$ cat src/hdl/stfp_pkg.sv
`timescale 1ns / 1ps

package stfp_pkg;

    localparam logic [7:0] CH_DOLLAR = 8'h24;
    localparam logic [7:0] CH_COMMA  = 8'h2C;
    localparam logic [7:0] CH_MINUS  = 8'h2D;
    localparam logic [7:0] CH_PLUS   = 8'h2B;
    localparam logic [7:0] CH_ZERO   = 8'h30;
    localparam logic [7:0] CH_NINE   = 8'h39;
    localparam logic [31:0] DEC_BASE = 32'd10;

    localparam int unsigned OFFSET_W = 16;
    localparam int unsigned ACC_W    = 32;

    localparam logic STATUS_OK    = 1'b0;
    localparam logic STATUS_ERROR = 1'b1;

    typedef enum logic [2:0] {
        PH_SEEK,
        PH_START,
        PH_NUM,
        PH_DONE,
        PH_FAILED
    } phase_t;

    typedef struct packed {
        logic                       status;
        logic                       target_valid;
        logic signed [OFFSET_W-1:0] x_offset;
        logic signed [OFFSET_W-1:0] y_offset;
    } result_t;

endpackage

$ cat src/hdl/stfp_core.sv
`timescale 1ns / 1ps

module stfp_core (
    input  logic             aclk,
    input  logic             aresetn,
    input  logic             step,
    input  logic [7:0]       byte_value,
    input  logic             chunk_end,
    output logic             res_valid,
    output stfp_pkg::result_t res
);
    import stfp_pkg::*;

    phase_t              phase_reg, phase_next;
    logic [1:0]          field_reg, field_next;
    logic [ACC_W-1:0]    acc_reg, acc_next;
    logic                neg_reg, neg_next;
    logic                seen_reg, seen_next;
    logic                hvalid_reg, hvalid_next;
    logic [OFFSET_W-1:0] hx_reg, hx_next;

    logic                is_digit;
    logic [ACC_W-1:0]    digit_ext;
    logic [ACC_W-1:0]    acc_times_ten;
    logic [OFFSET_W-1:0] cur_low;
    logic [OFFSET_W-1:0] upd_low;
    logic                emit_ok;
    logic                emit_err;

    assign is_digit      = (byte_value >= CH_ZERO) && (byte_value <= CH_NINE);
    assign digit_ext     = {{(ACC_W-4){1'b0}}, 4'(byte_value - CH_ZERO)};
    assign acc_times_ten = acc_reg * DEC_BASE;
    assign cur_low       = neg_reg ? (~acc_reg[OFFSET_W-1:0] + 1'b1) : acc_reg[OFFSET_W-1:0];
    assign upd_low       = neg_next ? (~acc_next[OFFSET_W-1:0] + 1'b1)
                                    : acc_next[OFFSET_W-1:0];

    always_ff @(posedge aclk) begin
        if (!aresetn) begin
            phase_reg  <= PH_SEEK;
            field_reg  <= 2'd0;
            acc_reg    <= '0;
            neg_reg    <= 1'b0;
            seen_reg   <= 1'b0;
            hvalid_reg <= 1'b0;
            hx_reg     <= '0;
        end else if (step) begin
            phase_reg  <= chunk_end ? PH_SEEK : phase_next;
            field_reg  <= chunk_end ? 2'd0 : field_next;
            acc_reg    <= chunk_end ? '0 : acc_next;
            neg_reg    <= chunk_end ? 1'b0 : neg_next;
            seen_reg   <= chunk_end ? 1'b0 : seen_next;
            hvalid_reg <= chunk_end ? 1'b0 : hvalid_next;
            hx_reg     <= chunk_end ? '0 : hx_next;
        end
    end

    always_comb begin
        phase_next  = phase_reg;
        field_next  = field_reg;
        acc_next    = acc_reg;
        neg_next    = neg_reg;
        seen_next   = seen_reg;
        hvalid_next = hvalid_reg;
        hx_next     = hx_reg;
        emit_ok     = 1'b0;
        unique case (phase_reg)
            PH_SEEK: begin
                if (byte_value == CH_DOLLAR) begin
                    phase_next = PH_START;
                    field_next = 2'd0;
                    acc_next   = '0;
                    neg_next   = 1'b0;
                    seen_next  = 1'b0;
                end
            end
            PH_START, PH_NUM: begin
                priority if (phase_reg == PH_START &&
                             (byte_value == CH_PLUS || byte_value == CH_MINUS)) begin
                    neg_next   = (byte_value == CH_MINUS);
                    phase_next = PH_NUM;
                end else if (is_digit) begin
                    acc_next   = acc_times_ten + digit_ext;
                    seen_next  = 1'b1;
                    phase_next = PH_NUM;
                end else if (!seen_reg) begin
                    phase_next = PH_FAILED;
                end else if (field_reg >= 2'd2) begin
                    emit_ok    = 1'b1;
                    phase_next = PH_DONE;
                end else if (byte_value == CH_COMMA) begin
                    if (field_reg == 2'd0) begin
                        hvalid_next = (acc_reg != '0);
                    end else begin
                        hx_next = cur_low;
                    end
                    field_next = field_reg + 2'd1;
                    acc_next   = '0;
                    neg_next   = 1'b0;
                    seen_next  = 1'b0;
                    phase_next = PH_START;
                end else begin
                    phase_next = PH_FAILED;
                end
            end
            PH_DONE, PH_FAILED: begin
            end
            default: begin
            end
        endcase
    end

    // chunk end closes any frame that has not already produced its word
    always_comb begin
        emit_err = 1'b0;
        if (chunk_end && !emit_ok && phase_next != PH_DONE) begin
            if (phase_next == PH_NUM && field_next >= 2'd2 && seen_next) begin
                emit_err = 1'b0;
            end else begin
                emit_err = 1'b1;
            end
        end
    end

    assign res_valid = step && (emit_ok || (chunk_end && phase_next != PH_DONE));

    always_comb begin
        if (emit_err) begin
            res.status       = STATUS_ERROR;
            res.target_valid = 1'b0;
            res.x_offset     = '0;
            res.y_offset     = '0;
        end else begin
            res.status       = STATUS_OK;
            res.target_valid = hvalid_next;
            res.x_offset     = hx_next;
            res.y_offset     = upd_low;
        end
    end

    assert property (@(posedge aclk) disable iff (!aresetn)
        (step && chunk_end) |=> (phase_reg == PH_SEEK && field_reg == 2'd0 && !seen_reg))
        else $error("parser not back in seek after chunk end");

    assert property (@(posedge aclk) disable iff (!aresetn)
        (step && chunk_end && phase_reg != PH_DONE) |-> res_valid)
        else $error("chunk end without a result word");

    assert property (@(posedge aclk) disable iff (!aresetn)
        (phase_reg == PH_DONE || phase_reg == PH_FAILED || phase_reg == PH_SEEK) && !chunk_end
        |-> !res_valid)
        else $error("result word outside an open frame");

endmodule

$ cat src/hdl/stfp_out_fifo.sv
`timescale 1ns / 1ps

module stfp_out_fifo (
    input  logic              aclk,
    input  logic              aresetn,
    input  logic              push,
    input  stfp_pkg::result_t push_data,
    output logic              space,
    output logic              m_valid,
    input  logic              m_ready,
    output stfp_pkg::result_t head
);
    import stfp_pkg::*;

    result_t    mem [2];
    logic       wr_ptr_reg, wr_ptr_next;
    logic       rd_ptr_reg, rd_ptr_next;
    logic [1:0] count_reg, count_next;
    logic       pop;

    assign pop     = m_valid && m_ready;
    assign m_valid = (count_reg != 2'd0);
    // space does not look at m_ready, so no path runs from m_ready to s_ready
    assign space   = (count_reg != 2'd2);
    assign head    = mem[rd_ptr_reg];

    always_comb begin
        wr_ptr_next = push ? ~wr_ptr_reg : wr_ptr_reg;
        rd_ptr_next = pop ? ~rd_ptr_reg : rd_ptr_reg;
        count_next  = count_reg + {1'b0, push} - {1'b0, pop};
    end

    always_ff @(posedge aclk) begin
        if (!aresetn) begin
            wr_ptr_reg <= 1'b0;
            rd_ptr_reg <= 1'b0;
            count_reg  <= 2'd0;
        end else begin
            wr_ptr_reg <= wr_ptr_next;
            rd_ptr_reg <= rd_ptr_next;
            count_reg  <= count_next;
        end
    end

    always_ff @(posedge aclk) begin
        if (push) begin
            mem[wr_ptr_reg] <= push_data;
        end
    end

    assert property (@(posedge aclk) disable iff (!aresetn)
        push |-> (count_reg != 2'd2))
        else $error("push into full result buffer");

    assert property (@(posedge aclk) disable iff (!aresetn)
        count_reg != 2'd3)
        else $error("result buffer count out of range");

    assert property (@(posedge aclk) disable iff (!aresetn)
        (push && !pop && count_reg != 2'd2) |=> (count_reg == $past(count_reg) + 2'd1))
        else $error("result buffer count lost a push");

endmodule

$ cat src/hdl/signed_triple_frame_parser.sv
`timescale 1ns / 1ps

// signed triple frame parser
// input channel s_*: one received byte per word, s_chunk_end marks the last
// byte of a chunk. each chunk gives exactly one result word on m_*: status
// ok with target_valid and the low 16 bits of the second and third numbers
// of a "$a,b,c" frame, or status error when the chunk ends without one.
// result path: the byte that completes the frame is taken into the input
// register, then the parser step writes the word into the two-entry result
// buffer, which raises m_valid.
// throughput: one byte per cycle while the result buffer has space; the
// parser step is a constant multiply by ten and add on the 32-bit accumulator.
// when the receiver stalls, the result buffer absorbs up to two words; with
// both entries full, s_ready drops once the input register holds a byte.
// s_ready does not depend on m_ready.
// reset (aresetn low, synchronous) empties both registers and the buffer and
// returns the parser to searching for the start marker.
module signed_triple_frame_parser (
    input  logic        aclk,
    input  logic        aresetn,
    input  logic        s_valid,
    output logic        s_ready,
    input  logic [7:0]  s_byte_value,
    input  logic        s_chunk_end,
    output logic        m_valid,
    input  logic        m_ready,
    output logic        m_status,
    output logic        m_target_valid,
    output logic signed [15:0] m_x_offset,
    output logic signed [15:0] m_y_offset
);
    import stfp_pkg::*;

    logic       in_valid_reg, in_valid_next;
    logic [7:0] in_byte_reg;
    logic       in_last_reg;
    logic       space;
    logic       step;
    logic       res_valid;
    result_t    res;
    result_t    head;

    assign step    = in_valid_reg && space;
    assign s_ready = !in_valid_reg || space;

    always_comb begin
        in_valid_next = in_valid_reg;
        if (s_valid && s_ready) begin
            in_valid_next = 1'b1;
        end else if (step) begin
            in_valid_next = 1'b0;
        end
    end

    always_ff @(posedge aclk) begin
        if (!aresetn) begin
            in_valid_reg <= 1'b0;
        end else begin
            in_valid_reg <= in_valid_next;
        end
    end

    always_ff @(posedge aclk) begin
        if (s_valid && s_ready) begin
            in_byte_reg <= s_byte_value;
            in_last_reg <= s_chunk_end;
        end
    end

    stfp_core u_core (
        .aclk       (aclk),
        .aresetn    (aresetn),
        .step       (step),
        .byte_value (in_byte_reg),
        .chunk_end  (in_last_reg),
        .res_valid  (res_valid),
        .res        (res)
    );

    stfp_out_fifo u_out (
        .aclk      (aclk),
        .aresetn   (aresetn),
        .push      (res_valid),
        .push_data (res),
        .space     (space),
        .m_valid   (m_valid),
        .m_ready   (m_ready),
        .head      (head)
    );

    assign m_status       = head.status;
    assign m_target_valid = head.target_valid;
    assign m_x_offset     = head.x_offset;
    assign m_y_offset     = head.y_offset;

endmodule
$ cat config.mk
export PLATFORM = sky130hd
export DESIGN_NAME = signed_triple_frame_parser
export DESIGN_NICKNAME = d
export VERILOG_FILES = /design/src/hdl/stfp_pkg.sv /design/src/hdl/stfp_core.sv /design/src/hdl/stfp_out_fifo.sv /design/src/hdl/signed_triple_frame_parser.sv
export SDC_FILE = /design/constraint.sdc
export NUM_CORES = 1
export LEC_CHECK = 0
export BUFFER_PORTS_ARGS = -buffer_cell sky130_fd_sc_hd__buf_2
export CORE_UTILIZATION = 55
export DETAILED_ROUTE_END_ITERATION = 16
export PLACE_DENSITY = 0.71
export SYNTH_ARGS = -nofsm -noshare
export SYNTH_HDL_FRONTEND = slang
export SYNTH_SLANG_ARGS = --single-unit
$ cat constraint.sdc
create_clock -name aclk -period 6.5 [get_ports aclk]
set_clock_uncertainty 0.2 [all_clocks]
set_input_delay 0.325 -clock aclk [delete_from_list [all_inputs] [get_ports aclk]]
set_output_delay 0.325 -clock aclk [all_outputs]
set_load 0.02 [all_outputs]
==> flow_summary.yaml <==
finish:
  largest_reg_flops: 68
  layout-area-overhead-vs-synth_pct: 12.41
  fillers: 1363
  layout.nets: 1067
  sequential_cell_area_sq_um: 3553
  antenna_cell_count: 0
  stdcell_count: 1217
  fraction_of_final_layout_cells_with_drive_strength_greater_than_1_pct: 14.69
  multi_input_comb_area_sq_um: 5149
timing:
  timing.final.crit_period_ns: 4.383
  final_hold_viols: 0
  final.setup.tns_ns: 0
  grt_setup_unrepaired: "false"
  worst_slew_margin_rel_pct: 24.35
  setup_viol: 0
  drv_slew: 0
  layout_worst_path_cycle_share_pct: 67.43
  timing_worst_slew_pin_value_ns: 1.124
  fmax_mhz: 228.2
run:
  max-cap-violations: 0
power_and_ir_drop:
  total_power_per_unit_cell_area_nw_per_um2: 218.2
  swShare_pct: 25.63
  power.switching_uw: 561.1
  share_comb_of_total_power_pct: 12.9
  seq_power_share_pct: 44.1
  clock_power_share_pct: 43.0
  p_int_uw: 1628
  irDropWorstVdd_mv: 0.1809
  power.leakage_uw: 0.003999
yosys:
  synth-seq-area-share_pct: 39.83
  yosys-top-cells-area: "sky130_fd_sc_hd__edfxtp_1 26%, sky130_fd_sc_hd__dfxtp_1 14%, sky130_fd_sc_hd__ha_1 9.0%"
  ys.warnings.count: 0
  yosys.area.top_type: "sky130_fd_sc_hd__edfxtp_1"
  yosysMostFrequentCell: "sky130_fd_sc_hd__nor2_1"
  async_flop_share_pct: 0
  syn_nets: 1021
  yosys_most_used_dff: "sky130_fd_sc_hd__edfxtp_1"
  netlist_instances: 942
  syn_area_per_cell_sq_um: 9.472
  ys_types: 78
  synthDominantCellAreaShare_pct: 25.92
  synth_enable_flop_cells: 77
  yosys_register_bits: 139
  synth.cells.most_frequent: "141 x sky130_fd_sc_hd__nor2_1, 77 x sky130_fd_sc_hd__edfxtp_1, 64 x sky130_fd_sc_hd__ha_1, 64 x sky130_fd_sc_hd__nand2_1, 62 x sky130_fd_sc_hd__dfxtp_1"
  synthesis.area_sq_um: 8922
detailed_routing:
  via_count: 7176
  final_antenna_net_count: 0
  postRouteWirelength_um: 20780
  wl_per_cell_um: 17.07
  remaining_drc_errors: 0
  violation_count_after_the_first_detailed_route_iteration: 521
  detail_route.vias_per_cell: 5.896
  drt_first_pass_iters: 5
clock_network:
  skew_pair_late_insertion_delay_ns: 0.42
  cts_inserted_buffers: 17
  cts_tree: "built"
  tritoncts_num_sinks: 139
  clk_root_buffer_cell: "sky130_fd_sc_hd__clkbuf_16"
  htree_num_levels: 4
  post_cts_buffers: 0
  clk_pin_slew_worst_paths_ns: 0.06
  cts_buffer_depth: 2
global_route:
  groute.usage.overall_pct: 26.05
  pin_count_of_the_biggest_net_entering_global_routing: 51
  gr-total-overflow: 0
  grt_pass1_vias: 6548
  first_pass_grt_wire_length_um: 33530
  antenna_found_initial: 0
placed_design:
  place_inst: 1174
  numPortBuffers: 48
  hpwl_um: 14910
  gpl.final_weighted_congestion: 0.9373
worst_setup_path:
  critPathLaunchType: "flop"
  worst-setup-path-type: "reg -> reg"
  critical_path.endpoint_type: "flop"
  cp_max_fo: 8
  crit_required_ns: 6.46
  cp.arrival_ns: 4.34
floorplanning:
  die_w_um: 129.4
  initial_core_util_pct: 56.17
  placement_rows: 46
  number_of_top_level_pins: 49
  core_area_sq_um: 15890
  chipHeight_um: 129.4
  die-area_sq_um: 16740
hold_path:
  min_path_type: "in -> reg"
status:
  status: "finished clean"
power by group through the flow:
| stage | logic [uW] | clock network [uW] | registers [uW] |
|---|---|---|---|
| 6_report | 283 | 942 | 964 |
| 3_5_place_dp | 280 | 0 | 983 |
| 5_1_grt | 310 | 984 | 967 |
| 3_3_place_gp | 278 | 0 | 982 |
| 2_1_floorplan | 202 | 0 | 978 |
| 4_1_cts | 287 | 950 | 964 |
placed cells by master (no fill, tap or decap), types with 11 or more instances in the layout:
cell type,count
sky130_fd_sc_hd__a211oi_1,18
sky130_fd_sc_hd__nand2_1,64
sky130_fd_sc_hd__nor2_1,139
sky130_fd_sc_hd__xnor2_1,41
sky130_fd_sc_hd__clkbuf_16,17
sky130_fd_sc_hd__xor2_1,37
sky130_fd_sc_hd__a22oi_1,28
sky130_fd_sc_hd__nand3_1,16
sky130_fd_sc_hd__dfxtp_1,62
sky130_fd_sc_hd__edfxtp_1,77
sky130_fd_sc_hd__nor4_1,11
sky130_fd_sc_hd__dlygate4sd3_1,11
sky130_fd_sc_hd__ha_1,64
sky130_fd_sc_hd__buf_2,48
sky130_fd_sc_hd__mux2_2,35
sky130_fd_sc_hd__inv_1,18
sky130_fd_sc_hd__and3_1,15
sky130_fd_sc_hd__a21o_1,11
sky130_fd_sc_hd__a21oi_1,61
sky130_fd_sc_hd__o21ai_0,36
sky130_fd_sc_hd__nand4_1,13
stage by stage:
stage / instance area [sq um] / utilization, % / total power, uW / setup WS (ns) / hold slack [ns]
5_1_grt: 10030 / 63.14 / 2261 / 1.687 / 0.1766
3_3_place_gp: 9344 / 58.82 / 1260 / 2.275 / 0.2596
2_1_floorplan: 8922 / - / 1180 / 2.579 / 0.2199
3_5_place_dp: 9344 / 58.82 / 1263 / 2.198 / 0.2639
6_report: 10030 / 63.14 / 2189 / 2.117 / 0.1392
4_1_cts: 10030 / 63.14 / 2201 / 2.171 / 0.1304
routing by layer:
metal / share of wire (%) / vias to the layer above / global-route usage (%)
met3: 5.5 / 39 / 4.707
met5: 0 / - / 0
li1: - / 3579 / -
met2: 46 / 223 / 41.62
met4: 2.3 / 0 / 8.997
met1: 46 / 3335 / 35.54
path summary, 6_finish.rpt:
| check | startpoint | to | slack (ns) | cells after the start |
|---|---|---|---|---|
| max | u_core.acc_reg[1] | u_out.mem[1][15] | 2.12 | 13 |
| min | m_ready | u_out.rd_ptr_reg | 0.14 | 4 |
| max reg2reg | u_core.acc_reg[1] | u_out.mem[1][15] | 2.12 | 13 |
| min reg2reg | u_core.acc_reg[31] | u_core.acc_reg[31] | 0.27 | 2 |
cell type report:
class	instances	share of cell area [%]
clock buffer	19	4.316
clock inverter	13	1.422
inverter	19	0.7111
multi-input combinational	744	51.33
sequential	139	35.43
tap	216	2.695
timing repair buffer	67	4.092
repair_timing:
| action | CTS | global route |
|---|---|---|
| resized for setup | 0 | 0 |
| endpoints found under the hold margin | 11 | 0 |
| hold buffers | 11 | 0 |
cells by family after synthesis:
| kind of cell | after synthesis | share of synthesized area (%) |
|---|---|---|
| simple gates | 327 | 17.78 |
| flops | 139 | 39.83 |
| buf+inv | 59 | 2.594 |
| mux | 42 | 5.203 |
| fa+ha+maj | 66 | 9.424 |
| compound gates | 231 | 17.52 |
| xor+xnor | 78 | 7.657 |
critical path: stages (launching register included):
cell and delay [ns]:
sky130_fd_sc_hd__dfxtp_1 0.53, sky130_fd_sc_hd__ha_1 0.30, sky130_fd_sc_hd__ha_1 0.25, sky130_fd_sc_hd__fa_1 0.44
sky130_fd_sc_hd__a211oi_1 0.32, sky130_fd_sc_hd__o21ai_1 0.11, sky130_fd_sc_hd__xor2_1 0.30, sky130_fd_sc_hd__o211ai_1 0.26
sky130_fd_sc_hd__nor4bb_1 0.42, sky130_fd_sc_hd__xnor2_1 0.19, sky130_fd_sc_hd__o21ai_1 0.17, sky130_fd_sc_hd__o41ai_2 0.40
sky130_fd_sc_hd__xnor2_1 0.16, sky130_fd_sc_hd__nor2_1 0.07
Power figures use the tool's default switching activity.
